**src/bus_plug_and_play_capture_top_macros.svh**
```systemverilog
// Assertion helpers used by the capture block's control module (bpnp_ctrl).
// Each one is clocked on i_clk and quiet while i_rst_n is low.
`ifndef BUS_PLUG_AND_PLAY_CAPTURE_TOP_MACROS_SVH
`define BUS_PLUG_AND_PLAY_CAPTURE_TOP_MACROS_SVH

// Consequent must hold in the same cycle as the antecedent.
`define BPNP_ASSERT_SAME(lbl, ante, cons, msg) \
    lbl: assert property (@(posedge i_clk) disable iff (!i_rst_n) (ante) |-> (cons)) \
        else $error(msg);

// Consequent must hold in the cycle after the antecedent.
`define BPNP_ASSERT_NEXT(lbl, ante, cons, msg) \
    lbl: assert property (@(posedge i_clk) disable iff (!i_rst_n) (ante) |=> (cons)) \
        else $error(msg);

`endif

```
**src/bpnp_pkg.sv**
```systemverilog
package bpnp_pkg;

    localparam int AHB_MASTER_SLOTS = 16;
    localparam int AHB_SLAVE_SLOTS  = 64;
    localparam int APB_SLOTS        = 64;
    localparam int AHB_BANKS        = 4;

    localparam int AHB_SLOTS  = AHB_MASTER_SLOTS + AHB_SLAVE_SLOTS;
    localparam int NSLOTS     = AHB_SLOTS + APB_SLOTS;
    localparam int NBANKWORDS = AHB_SLOTS * AHB_BANKS + APB_SLOTS;

    localparam int SLOT_AW = $clog2(NSLOTS);
    localparam int BANK_AW = $clog2(NBANKWORDS);
    localparam int SLOT_CW = 7;   // holds a slot count of up to 64
    localparam int BANK_KW = (AHB_BANKS > 1) ? $clog2(AHB_BANKS) : 1;

    // Bus codes
    localparam logic [1:0] BUS_AHB_MST = 2'd0;
    localparam logic [1:0] BUS_AHB_SLV = 2'd1;
    localparam logic [1:0] BUS_APB     = 2'd2;

    // Action codes
    localparam logic ACT_LOAD    = 1'b0;
    localparam logic ACT_CAPTURE = 1'b1;

    // Result status codes
    localparam logic [1:0] STATUS_OK        = 2'd0;
    localparam logic [1:0] STATUS_NOT_FOUND = 2'd1;
    localparam logic [1:0] STATUS_TAKEN     = 2'd2;

    // Configuration register indexes
    localparam int         CFG_AW                 = 3;
    localparam logic [0:0] CFG_IDX_APB_AREA_BASE  = 1'd0;
    localparam logic [31:0] APB_AREA_BASE_RESET   = 32'h8000_0000;

    typedef struct packed {
        logic        action;
        logic [1:0]  bus;
        logic [5:0]  slot_index;
        logic [2:0]  word_select;
        logic [31:0] word_data;
        logic [7:0]  vendor_code;
        logic [11:0] device_code;
    } t_in_word;

    typedef struct packed {
        logic [1:0]  status;
        logic [5:0]  found_slot;
        logic [4:0]  irq_line;
        logic [4:0]  core_version;
        logic        bar_used;
        logic [31:0] bar_start;
        logic        prefetchable;
        logic        cacheable;
        logic [11:0] bar_mask;
        logic [3:0]  bar_type;
        logic        last;
    } t_out_word;

    typedef enum logic [2:0] {
        S_CLEAR,
        S_IDLE,
        S_SCAN,
        S_BANK_RD,
        S_BANK_OUT,
        S_FAIL_MISS,
        S_FAIL_TAKEN
    } t_state;

    typedef struct packed {
        logic       clr_en;
        logic       load_en;
        logic       cap_start;
        logic       scan_en;
        logic       lock_set;
        logic       bank_rd;
        logic       bank_next;
        logic       out_bank;
        logic       out_fail;
        logic [1:0] fail_code;
    } t_cmd;

    typedef struct packed {
        logic clr_last;
        logic hit;
        logic hit_locked;
        logic miss;
        logic bank_last;
        logic out_free;
    } t_stat;

    function automatic logic [SLOT_CW-1:0] bus_slots(input logic [1:0] bus);
        logic [SLOT_CW-1:0] n;
        case (bus)
            BUS_AHB_MST: n = SLOT_CW'(AHB_MASTER_SLOTS);
            BUS_AHB_SLV: n = SLOT_CW'(AHB_SLAVE_SLOTS);
            BUS_APB:     n = SLOT_CW'(APB_SLOTS);
            default:     n = '0;
        endcase
        return n;
    endfunction

    function automatic logic [SLOT_AW-1:0] bus_first(input logic [1:0] bus);
        logic [SLOT_AW-1:0] f;
        case (bus)
            BUS_AHB_MST: f = '0;
            BUS_AHB_SLV: f = SLOT_AW'(AHB_MASTER_SLOTS);
            default:     f = SLOT_AW'(AHB_SLOTS);
        endcase
        return f;
    endfunction

    function automatic logic [2:0] bus_banks(input logic [1:0] bus);
        return (bus == BUS_APB) ? 3'd1 : 3'(AHB_BANKS);
    endfunction

    function automatic logic [BANK_AW-1:0] bank_pos(input logic [1:0] bus,
                                                    input logic [SLOT_AW-1:0] flat,
                                                    input logic [BANK_KW-1:0] k);
        logic [BANK_AW-1:0] p;
        if (bus == BUS_APB) begin
            p = BANK_AW'(AHB_SLOTS * AHB_BANKS) + BANK_AW'(flat) - BANK_AW'(AHB_SLOTS);
        end else begin
            p = BANK_AW'(flat) * BANK_AW'(AHB_BANKS) + BANK_AW'(k);
        end
        return p;
    endfunction

endpackage

```
**src/bpnp_cfg.sv**
```systemverilog
module bpnp_cfg
    import bpnp_pkg::*;
(
    input  logic              i_clk,
    input  logic              i_rst_n,
    input  logic              psel,
    input  logic              penable,
    input  logic              pwrite,
    input  logic [CFG_AW-1:0] paddr,
    input  logic [31:0]       pwdata,
    output logic [31:0]       prdata,
    output logic              pready,
    output logic [31:0]       o_apb_area_base
);

    logic [31:0] r_apb_area_base;
    logic        sel_base;

    assign sel_base = (paddr[CFG_AW-1:2] == CFG_IDX_APB_AREA_BASE);
    assign pready   = 1'b1;

    always_ff @(posedge i_clk) begin
        if (!i_rst_n) begin
            r_apb_area_base <= APB_AREA_BASE_RESET;
        end else if (psel && penable && pwrite && sel_base) begin
            r_apb_area_base <= pwdata;
        end
    end

    assign prdata          = sel_base ? r_apb_area_base : '0;
    assign o_apb_area_base = r_apb_area_base;

endmodule

```
**config.mk**
```make
export PLATFORM = sky130hd
export DESIGN_NAME = bpnp_cfg
export DESIGN_NICKNAME = d
export VERILOG_FILES = /design/src/bus_plug_and_play_capture_top_macros.svh /design/src/bpnp_pkg.sv /design/src/bpnp_cfg.sv
export SDC_FILE = /design/constraint.sdc
export NUM_CORES = 1
export LEC_CHECK = 0
export BUFFER_PORTS_ARGS = -buffer_cell sky130_fd_sc_hd__buf_2
export CAP_MARGIN = 20
export CORE_MARGIN = 10
export CORE_UTILIZATION = 30
export DETAILED_ROUTE_END_ITERATION = 8
export PLACE_DENSITY = 0.73
export SLEW_MARGIN = 25
export SYNTH_ARGS = -nofsm -noshare
export SYNTH_HDL_FRONTEND = slang
export SYNTH_SLANG_ARGS = --single-unit
```
**constraint.sdc**
```tcl
create_clock -name i_clk -period 1.78 [get_ports i_clk]
set_input_delay 0.178 -clock i_clk [delete_from_list [all_inputs] [get_ports i_clk]]
set_output_delay 0.178 -clock i_clk [all_outputs]
set_load 0.05 [all_outputs]
```
==> impl_metrics.py <==
metrics = {
    "synth": {
        "syn_area_sq_mm": 0.00154,
        "yosysSeqAreaShare_pct": 41.5,
        "synth_nets": 217,
        "synthDistinctLibCells": 12,
        "synth-seq-cells": 32,
        "synth_top_area_share_pct": 41.5,
        "avgSynthCellArea_sq_um": 8.72,
        "yosysWarnings": 0,
        "synth_largest_area_cell": "dfxtp_1",
        "netlist_top_cells_area": "dfxtp_1, mux2i_1, nand2_1, nor2b_1, buf_12",
        "syn_inst": 177,
    },
    "worst_setup_path": {
        "start_kind": "input pin",
        "crit_end": "prdata[31]",
        "required_ns": 1.60,
        "timing.rr.end": "o_apb_area_base[12]$_SDFFE_PN0P_",
        "crit_path_max_fanout": 14,
        "rrSetupSlack_ns": 1.14,
        "cp_slowest_cell": "buf_2",
        "r2r-start": "o_apb_area_base[12]$_SDFFE_PN0P_",
        "path_cells": "buf_2, buf_4, and2b_2, buf_2",
        "worstSetupPathDepth": 4,
        "criticalPathCategory": "in -> out",
        "path_buf_inv": 3,
        "crit_family": "buffers and inverters",
        "cpMostUsedCell": "buf_2",
        "cp-startpoint": "paddr[2]",
        "reg2reg_depth": 2,
        "critPathCaptureType": "primary output",
        "arrival_ns": 1.10,
        "max_stage_delay_ns": 0.24,
    },
    "drt": {
        "drt_first_pass_iters": 3,
        "vias_per_cell": 4.10,
        "postRouteWirelength_um": 4470,
        "antenna_left": 0,
        "drt_iter0_markers": 26,
        "vias": 1416,
        "drc": 0,
        "wl_per_cell_um": 13.0,
    },
    "clock_tree": {
        "cts.repair.resized": 0,
        "cts.clk_slew.worst_paths_ns": 0.07,
        "h-tree-depth": 2,
        "clk_path_buf_depth": 2,
        "hold_buffers": 0,
        "cts_sinks": 32,
        "cts-buffers-inserted": 5,
        "clockRootBuffer": "clkbuf_8",
        "cts_tree": "built",
        "cts_setup_buffers": 0,
        "clk_latency_ns": 0.27,
    },
    "sta": {
        "min_period_over_period_pct": 71.9,
        "fmax_mhz": 782,
        "slew_headroom_pct": 66.5,
        "finalSetupViolations": 0,
        "worst_slew_pin_slew_ns": 0.503,
        "report.final.hold_viol_count": 0,
        "tns_ns": 0,
        "drv_slew": 0,
        "period_needed_ns": 1.28,
        "finClkSkew_ns": 0,
        "rsz0062_at_grt": "false",
    },
    "power_and_ir_drop": {
        "total_power_mw": 1.51,
        "cellLeakagePower_nw": 1.08,
        "peakVddDrop_v": 0.000325,
        "powerDensity_mw_per_mm2": 705,
    },
    "worst_hold_path": {
        "hold_start": "pwdata[15]",
        "worstHoldPathType": "in -> reg",
    },
    "grt": {
        "grt-ovfl-total": 0,
        "grt_max_degree": 37,
        "grt_usage_pct": 10.2,
        "grt_pass1_vias": 1437,
        "grt_antenna_before_repair": 0,
        "grt_pass1_wl_um": 7000,
    },
    "floorplan": {
        "die_x_um": 91.7,
        "pin_count": 105,
        "start_util_pct": 30.6,
        "num_rows": 26,
        "coreArea_sq_mm": 0.00504,
        "die-height_um": 91.7,
        "dieArea_sq_mm": 0.00841,
    },
    "finish": {
        "finalNetCount": 315,
        "antenna-diode-count": 0,
        "areaGrowthSynthToFinish_pct": 39.2,
        "largest_reg_flops": 32,
        "drive_gt1_share_pct": 41.8,
        "fin_cells": 345,
    },
    "outcome": {
        "outcome": "complete, no violations",
    },
    "run": {
        "cap_viol_max_count": 0,
    },
    "placed_design": {
        "place_inst": 338,
        "io_buffers": 101,
        "place_congestion": 0.695,
        "hpwlAfterDp_um": 3520,
    },
}
cells by family (layout without fill, tap and decap cells):
family	count (synthesis)	count (layout)	share of synthesized area, %
AND/OR/NAND/NOR	97	97	29.8
multiplexers	32	32	20.8
other	1	1	0.243
flip-flops	32	32	41.5
buffers and inverters	15	113	7.62
power by group:
group	total, mW	switching, mW	internal [mW]
Clock	0.514	0.249	0.265
Combinational	0.257	0.173	0.0833
Sequential	0.742	0.0101	0.732
Total	1.51	0.432	1.08
synth_stat cells:
cell type	n
nand2_1	62
dfxtp_1	32
mux2i_1	32
nor2b_1	32
clkbuf_1	9
buf_12	3
and2b_2	2
and4b_1	1
buf_2	1
buf_4	1
buf_6	1
conb_1	1
per-stage QoR:
| stage | setup slack (ns) | instance area (sq um) | utilization, % | hold WS (ns) |
|---|---|---|---|---|
| after floorplan | 0.192 | 1540 | - | 0.320 |
| after global placement | 0.493 | 2070 | 41.0 | 0.427 |
| after detailed placement | 0.463 | 2070 | 41.0 | 0.432 |
| after CTS | 0.466 | 2150 | 42.6 | 0.124 |
| after global routing | 0.418 | 2150 | 42.6 | 0.132 |
| final | 0.501 | 2150 | 42.6 | 0.135 |
layout make-up:
cell class	instances	area [sq um]
fillers	523	2900
multi-input cells	130	786
flip-flops and latches	32	641
repair buffers	106	556
well taps	70	87.6
clock buffers	6	72.6
clock inverters	1	5.00
layer usage:
metal / global-route usage [%] / vias to the layer above / wire length, um
met1: 9.89 / 619 / 1740
met2: 19.1 / 47 / 2370
li1: - / 744 / -
met5: 0 / - / 0
met3: 4.07 / 6 / 299
met4: 3.86 / 0 / 64
worst min path at each step:
| stage | end | slack (ns) | cells past startpoint |
|---|---|---|---|
| 2_1_floorplan | o_apb_area_base[0]$_SDFFE_PN0P_ | 0.32 | 2 |
| 3_3_place_gp | o_apb_area_base[25]$_SDFFE_PN0P_ | 0.43 | 3 |
| 3_5_place_dp | o_apb_area_base[5]$_SDFFE_PN0P_ | 0.43 | 3 |
| 4_1_cts | o_apb_area_base[15]$_SDFFE_PN0P_ | 0.12 | 3 |
| 5_1_grt | o_apb_area_base[13]$_SDFFE_PN0P_ | 0.13 | 3 |
| 6_report | o_apb_area_base[15]$_SDFFE_PN0P_ | 0.14 | 3 |
cell usage in the layout, fill, tap and decap left out:
cell / n
buf_12: 1
mux2i_1: 32
and4b_2: 1
buf_4: 4
clkbuf_1: 1
clkinv_2: 1
buf_2: 101
clkbuf_8: 5
and2b_2: 2
conb_1: 1
nand2_1: 62
nor2b_1: 32
dfxtp_1: 32
tightest hold or removal path, stage by stage:
cell and delay (ns):
buf_2 0.09, nand2_1 0.04, mux2i_1 0.05
Power figures use the tool's default switching activity.
