[src/bus_plug_and_play_capture_top_macros.svh]
// Assertion helpers used by the capture block's control module (bpnp_ctrl).
// Each one is clocked on i_clk and quiet while i_rst_n is low.
`ifndef BUS_PLUG_AND_PLAY_CAPTURE_TOP_MACROS_SVH
`define BUS_PLUG_AND_PLAY_CAPTURE_TOP_MACROS_SVH

// Consequent must hold in the same cycle as the antecedent.
`define BPNP_ASSERT_SAME(lbl, ante, cons, msg) \
    lbl: assert property (@(posedge i_clk) disable iff (!i_rst_n) (ante) |-> (cons)) \
        else $error(msg);

// Consequent must hold in the cycle after the antecedent.
`define BPNP_ASSERT_NEXT(lbl, ante, cons, msg) \
    lbl: assert property (@(posedge i_clk) disable iff (!i_rst_n) (ante) |=> (cons)) \
        else $error(msg);

`endif

[src/bpnp_pkg.sv]
package bpnp_pkg;

    localparam int AHB_MASTER_SLOTS = 16;
    localparam int AHB_SLAVE_SLOTS  = 64;
    localparam int APB_SLOTS        = 64;
    localparam int AHB_BANKS        = 4;

    localparam int AHB_SLOTS  = AHB_MASTER_SLOTS + AHB_SLAVE_SLOTS;
    localparam int NSLOTS     = AHB_SLOTS + APB_SLOTS;
    localparam int NBANKWORDS = AHB_SLOTS * AHB_BANKS + APB_SLOTS;

    localparam int SLOT_AW = $clog2(NSLOTS);
    localparam int BANK_AW = $clog2(NBANKWORDS);
    localparam int SLOT_CW = 7;   // holds a slot count of up to 64
    localparam int BANK_KW = (AHB_BANKS > 1) ? $clog2(AHB_BANKS) : 1;

    // Bus codes
    localparam logic [1:0] BUS_AHB_MST = 2'd0;
    localparam logic [1:0] BUS_AHB_SLV = 2'd1;
    localparam logic [1:0] BUS_APB     = 2'd2;

    // Action codes
    localparam logic ACT_LOAD    = 1'b0;
    localparam logic ACT_CAPTURE = 1'b1;

    // Result status codes
    localparam logic [1:0] STATUS_OK        = 2'd0;
    localparam logic [1:0] STATUS_NOT_FOUND = 2'd1;
    localparam logic [1:0] STATUS_TAKEN     = 2'd2;

    // Configuration register indexes
    localparam int         CFG_AW                 = 3;
    localparam logic [0:0] CFG_IDX_APB_AREA_BASE  = 1'd0;
    localparam logic [31:0] APB_AREA_BASE_RESET   = 32'h8000_0000;

    typedef struct packed {
        logic        action;
        logic [1:0]  bus;
        logic [5:0]  slot_index;
        logic [2:0]  word_select;
        logic [31:0] word_data;
        logic [7:0]  vendor_code;
        logic [11:0] device_code;
    } t_in_word;

    typedef struct packed {
        logic [1:0]  status;
        logic [5:0]  found_slot;
        logic [4:0]  irq_line;
        logic [4:0]  core_version;
        logic        bar_used;
        logic [31:0] bar_start;
        logic        prefetchable;
        logic        cacheable;
        logic [11:0] bar_mask;
        logic [3:0]  bar_type;
        logic        last;
    } t_out_word;

    typedef enum logic [2:0] {
        S_CLEAR,
        S_IDLE,
        S_SCAN,
        S_BANK_RD,
        S_BANK_OUT,
        S_FAIL_MISS,
        S_FAIL_TAKEN
    } t_state;

    typedef struct packed {
        logic       clr_en;
        logic       load_en;
        logic       cap_start;
        logic       scan_en;
        logic       lock_set;
        logic       bank_rd;
        logic       bank_next;
        logic       out_bank;
        logic       out_fail;
        logic [1:0] fail_code;
    } t_cmd;

    typedef struct packed {
        logic clr_last;
        logic hit;
        logic hit_locked;
        logic miss;
        logic bank_last;
        logic out_free;
    } t_stat;

    function automatic logic [SLOT_CW-1:0] bus_slots(input logic [1:0] bus);
        logic [SLOT_CW-1:0] n;
        case (bus)
            BUS_AHB_MST: n = SLOT_CW'(AHB_MASTER_SLOTS);
            BUS_AHB_SLV: n = SLOT_CW'(AHB_SLAVE_SLOTS);
            BUS_APB:     n = SLOT_CW'(APB_SLOTS);
            default:     n = '0;
        endcase
        return n;
    endfunction

    function automatic logic [SLOT_AW-1:0] bus_first(input logic [1:0] bus);
        logic [SLOT_AW-1:0] f;
        case (bus)
            BUS_AHB_MST: f = '0;
            BUS_AHB_SLV: f = SLOT_AW'(AHB_MASTER_SLOTS);
            default:     f = SLOT_AW'(AHB_SLOTS);
        endcase
        return f;
    endfunction

    function automatic logic [2:0] bus_banks(input logic [1:0] bus);
        return (bus == BUS_APB) ? 3'd1 : 3'(AHB_BANKS);
    endfunction

    function automatic logic [BANK_AW-1:0] bank_pos(input logic [1:0] bus,
                                                    input logic [SLOT_AW-1:0] flat,
                                                    input logic [BANK_KW-1:0] k);
        logic [BANK_AW-1:0] p;
        if (bus == BUS_APB) begin
            p = BANK_AW'(AHB_SLOTS * AHB_BANKS) + BANK_AW'(flat) - BANK_AW'(AHB_SLOTS);
        end else begin
            p = BANK_AW'(flat) * BANK_AW'(AHB_BANKS) + BANK_AW'(k);
        end
        return p;
    endfunction

endpackage

[src/bpnp_ctrl.sv]
module bpnp_ctrl
    import bpnp_pkg::*;
(
    input  logic  i_clk,
    input  logic  i_rst_n,
    input  logic  i_in_valid,
    input  logic  i_in_action,
    output logic  o_in_stall,
    output t_cmd  o_cmd,
    input  t_stat i_stat
);

    `include "bus_plug_and_play_capture_top_macros.svh"

    t_state r_state;
    t_state n_state;
    logic   in_accept;

    assign o_in_stall = (r_state != S_IDLE);
    assign in_accept  = i_in_valid && !o_in_stall;

    always_ff @(posedge i_clk) begin
        if (!i_rst_n) begin
            r_state <= S_CLEAR;
        end else begin
            r_state <= n_state;
        end
    end

    always_comb begin
        n_state = r_state;
        o_cmd   = '0;
        case (r_state)
            S_CLEAR: begin
                o_cmd.clr_en = 1'b1;
                if (i_stat.clr_last) n_state = S_IDLE;
            end
            S_IDLE: begin
                if (in_accept) begin
                    if (i_in_action == ACT_LOAD) begin
                        o_cmd.load_en = 1'b1;
                    end else begin
                        o_cmd.cap_start = 1'b1;
                        n_state         = S_SCAN;
                    end
                end
            end
            S_SCAN: begin
                o_cmd.scan_en = 1'b1;
                if (i_stat.hit) begin
                    if (i_stat.hit_locked) begin
                        n_state = S_FAIL_TAKEN;
                    end else begin
                        o_cmd.lock_set = 1'b1;
                        n_state        = S_BANK_RD;
                    end
                end else if (i_stat.miss) begin
                    n_state = S_FAIL_MISS;
                end
            end
            S_BANK_RD: begin
                o_cmd.bank_rd = 1'b1;
                n_state       = S_BANK_OUT;
            end
            S_BANK_OUT: begin
                if (i_stat.out_free) begin
                    o_cmd.out_bank = 1'b1;
                    if (i_stat.bank_last) begin
                        n_state = S_IDLE;
                    end else begin
                        o_cmd.bank_next = 1'b1;
                        n_state         = S_BANK_RD;
                    end
                end
            end
            S_FAIL_MISS: begin
                o_cmd.fail_code = STATUS_NOT_FOUND;
                if (i_stat.out_free) begin
                    o_cmd.out_fail = 1'b1;
                    n_state        = S_IDLE;
                end
            end
            S_FAIL_TAKEN: begin
                o_cmd.fail_code = STATUS_TAKEN;
                if (i_stat.out_free) begin
                    o_cmd.out_fail = 1'b1;
                    n_state        = S_IDLE;
                end
            end
            default: begin
                n_state = S_IDLE;
            end
        endcase
    end

    `BPNP_ASSERT_SAME(a_no_overwrite, o_cmd.out_bank || o_cmd.out_fail, i_stat.out_free, "result word overwritten while pending")
    `BPNP_ASSERT_SAME(a_bank_past_last, o_cmd.bank_next, !i_stat.bank_last, "bank index advanced past the last bank")
    `BPNP_ASSERT_SAME(a_clear_blocks_input, o_cmd.clr_en, o_in_stall, "input accepted during the clearing pass")
    `BPNP_ASSERT_NEXT(a_lock_then_bank, o_cmd.lock_set, r_state == S_BANK_RD, "slot locked without bank readout")

endmodule

[config.mk]
export PLATFORM = sky130hd
export DESIGN_NAME = bpnp_ctrl
export DESIGN_NICKNAME = d
export VERILOG_FILES = /design/src/bpnp_pkg.sv /design/src/bpnp_ctrl.sv
export VERILOG_INCLUDE_DIRS = /design/src /design/src/src
export SDC_FILE = /design/constraint.sdc
export NUM_CORES = 1
export LEC_CHECK = 0
export ABC_AREA = 1
export BUFFER_PORTS_ARGS = -buffer_cell sky130_fd_sc_hd__buf_2
export CORE_AREA = 2 2 39 41
export CTS_CLUSTER_DIAMETER = 30
export DETAILED_ROUTE_END_ITERATION = 6
export DIE_AREA = 0 0 41 43
export SLEW_MARGIN = 20
export SYNTH_ARGS = -nofsm -noshare
export SYNTH_HDL_FRONTEND = slang
export SYNTH_SLANG_ARGS = --single-unit
[constraint.sdc]
create_clock -name i_clk -period 1.4 [get_ports i_clk]
set_input_delay 0.14 -clock i_clk [delete_from_list [all_inputs] [get_ports i_clk]]
set_output_delay 0.14 -clock i_clk [all_outputs]
set_load 0.01 [all_outputs]
==> results.md <==
| Step | Quantity | Reported |
| --- | --- | --- |
| power | Fraction of power consumed by the clock network | 18.6% |
| drt | Via count of the routed design | 405 |
| clock network | Total CTS buffers | 3 |
| power | Pwr dens | 1730 mW/mm^2 |
| sta | Relative max-transition margin | 85.8% |
| power | Internal power summed over all cells | 0.423 mW |
| grt | Number of global-route vias before repair | 325 |
| clock network | Clock tree root buffer cell | sky130_fd_sc_hd__clkbuf_4 |
| setup path | Critical register-to-register path endpoint | r_state[1] |
| setup path | Launching point of the worst reg2reg path | r_state[1] |
| power | IR drop worst, VDD | 0.000474 V |
| floorplan | Overall die area | 0.00176 mm^2 |
| layout | Share of the core filled with cells in the final layout | 35.2% |
| power | Seq pwr share | 22.7% |
| floorplan | Number of primary I/O pins | 22 |
| grt | First-pass GRT wire length | 1.27 mm |
| placement | I/O Buffers | 21 |
| drt | DRC Markers | 0 |
| yosys | Synthesized-area fraction occupied by ao, oa, aoi and oai cells | 8.19% |
| drt | First-pass DRT Iterations | 4 |
| setup path | Maximum fanout encountered on the critical timing path | 6 |
| clock network | Clock tree from TritonCTS | built |
| yosys | Biggest area contributors in the synthesized netlist | sky130_fd_sc_hd__dfxtp_1 21%, sky130_fd_sc_hd__nand2_1 13%, sky130_fd_sc_hd__nor2_1 13% |
| sta | Hold Violations, Final | 0 |
| floorplan | DIE HEIGHT | 43 um |
| sta | Slew at the pin with the worst max-slew slack | 0.212 ns |
| layout | Count of inserted antenna diode cells | 0 |
| yosys | Area of the mapped netlist | 290 um^2 |
| floorplan | Core Area | 0.00138 mm^2 |
| clock network | Buffer levels on the longest clock path | 2 |
| clock network | Clock transition at the registers of the reported paths | 0.04 ns |
| setup path | Cell breakdown of the critical path | inv_2 > nor2_4 > nand2_2 > nor3b_2 > buf_2 |
| power | Net Sw Power | 0.418 mW |
| sta | Share of the clock period used by the worst path after layout | 95.0% |
| sta | Final worst clock skew | 0.00320 ns |
| placement | Inst Count DP | 86 |
| clock network | CTS sink cnt | 3 |
| drt | Antenna Violating Nets Remaining | 0 |
| setup path | Required time worst endpoint | 1.26 ns |
| layout | Count of nets after finishing | 85 |
| setup path | Critical-path cell with the highest stage delay | sky130_fd_sc_hd__dfxtp_4 |
| grt | Congestion Overflow GR | 0 |
| layout | Finished Layout Cells | 90 |
| layout | Registers with the highest flip-flop counts | r_state x3 |
| layout | Total of fill cells in the finished design | 152 |
| yosys | Synthesized netlist cell count | 49 |
| sta | Unrepaired setup endpoints after global routing | yes |
| drt | Vias per Instance | 4.50 |
| power | Switching share of total power | 49.7% |
| sta | Number of pins exceeding their max-slew limit in the final report | 0 |
| setup path | CP Launch Point | r_state[0] |
| power | Combinational cell fraction of total power | 58.8% |
| power | P_leak | 0.256 nW |
| yosys | Combinational family with the most area after synthesis | simple AND/OR/NAND/NOR gates |
| floorplan | Starting utilization of the core area | 21.0% |
| yosys | Synth Net Count | 59 |
| floorplan | Placement Rows | 14 |
| yosys | Synth top area share | 20.7% |
| yosys | Adder-cell area share of the yosys netlist | 0% |
| layout | Most frequent cells in the layout | 21 x sky130_fd_sc_hd__buf_2, 9 x sky130_fd_sc_hd__nand2_1, 9 x sky130_fd_sc_hd__nor2_1 |
| grt | Maximum number of pins on one net before global-route repair | 8 |
| drt | Total Wirelength | 853 um |
| yosys | Sequential cell area fraction in the yosys report | 20.7% |
| sta | Post-Route Hold Slack | 0.122 ns |
| drt | Routed length per instance | 9.48 um |
| layout | Number of flip-flops under the largest register name | 3 |
| run status | Run status | completed |
| sta | Period minus WS final | 1.33 ns |
| yosys | Yosys top cell by area | sky130_fd_sc_hd__dfxtp_1 |
| clock network | Depth of the CTS H-tree | 1 |
| layout | Biggest register | r_state |
| drt | Initial drt markers | 4 |
| clock network | Post-CTS Hold Buffers | 0 |
| clock network | Number of buffers added for setup after CTS | 0 |
| setup path | Crit path capture | o_cmd[9] |
| layout | Area growth from synthesis to layout | 67.7% |
| placement | Post-Place Cell Area | 415 um^2 |
| sta | Setup violations, final | 0 |
| setup path | Reg2reg setup slack | 0.23 ns |
| yosys | Mean instance size in the synthesized netlist | 5.92 um^2 |
| yosys | Parity-gate share of the synthesized area counting xor and xnor cells | 0% |
| floorplan | Die outline width | 41 um |
| grt | Tot GR Track Use | 11.1% |
| placement | Gp weighted congestion | 0.848 |
| job | Max-cap check violation count | 0 |
| yosys | Share of cell area taken by muxes after synthesis | 0% |
| layout | Leading cell type in the layout, fill and taps excluded | sky130_fd_sc_hd__buf_2 |
| layout | Fraction of layout cells with a size suffix above 1 | 55.4% |
| yosys | Count of state elements after synthesis | 3 |
| yosys | Post-synth cell types | 17 |
| setup path | Capturing element type of the critical path | output pin |
| grt | Antenna violations before repair | 0 |
| setup path | FF-to-FF path depth | 7 |
| setup path | Nature of the critical path startpoint | flop |
| setup path | Kind of critical path | reg2out |
| sta | Max Fclk | 0.752 GHz |
| layout | Non-Filler Cell Area, Final | 487 um^2 |
| power | Power, Total | 0.841 mW |
| placement | HPWL Detailed | 674 um |
| setup path | Arrival time of the worst setup path | 1.19 ns |
| yosys | Simple-Gate Fraction of Synth Area | 63.4% |
| min path | Hold Path Class | in2reg |
| setup path | Highest cell delay on the worst timing path | 0.38 ns |
| clock network | Insertion delay to the later sink of the worst-skew pair | 0.24 ns |
| yosys | Synthesis Warnings | 0 |
power by group through the flow:
| stage | Sequential (mW) | Combinational [mW] | Clock, mW |
|---|---|---|---|
| final | 0.190 | 0.494 | 0.156 |
| after global routing | 0.195 | 0.558 | 0.172 |
| after CTS | 0.165 | 0.455 | 0.161 |
| after detailed placement | 0.159 | 0.449 | 0 |
| after global placement | 0.158 | 0.449 | 0 |
| after floorplan | 0.151 | 0.326 | 0 |
logic make-up after synthesis:
logic type             after synthesis
AOI/OAI and AO/OA                    4
DFF                                  3
buffers and inverters                6
and+or+nand+nor                     36
Yosys cell counts, drive strengths merged:
library cell and instances:
inv 6, o21ai 1, o21a 1, a31oi 1, nand3b 3, nor2 12
a21oi 1, nor3b 1, nor3 5, nand2 10, dfxtp 3, nand4 1
nand3 4
final cells by class:
class | count | area [um^2] | share of cell area, %
clock buffers | 4 | 26.3 | 5.40
inverters | 6 | 22.5 | 4.63
multi-input cells | 40 | 244 | 50.1
flip-flops and latches | 3 | 68.8 | 14.1
well taps | 16 | 20.0 | 4.11
repair buffers | 21 | 105 | 21.6
critical path: cells and delay by family, from the launching register on:
family        cells  cell delay (ns)
simple gates      3             0.33
buf+inv           2             0.23
flops             1             0.38
through the flow:
stage,TNS [ns],setup WS (ns)
after floorplan,0,0.208
after global placement,0,0.175
after detailed placement,0,0.203
after CTS,0,0.0210
after global routing,-0.0261,-0.0252
final,0,0.0703
repair_timing:
action | CTS | global route
endpoints found under the setup margin | 3 | 3
gates resized for setup | 3 | 10
pin swaps | 0 | 0
worst min path at each step:
stage               startpoint         end  slack [ns]  cells after the start
floorplan              i_rst_n  r_state[2]        0.24                      2
global placement       i_rst_n  r_state[2]        0.36                      3
detailed placement     i_rst_n  r_state[2]        0.36                      3
CTS                    i_rst_n  r_state[2]        0.12                      3
global route           i_rst_n  r_state[0]        0.14                      3
finish                 i_rst_n  r_state[2]        0.12                      3
layer usage:
layer	track usage, %	vias to the layer above	part of all wire [%]
li1	-	215	-
met1	12.9	173	42
met2	15.0	15	49
met3	3.66	2	6.9
met4	10.0	0	2.1
met5	0	-	0
Note: power is estimated with default switching activity, not from simulation.
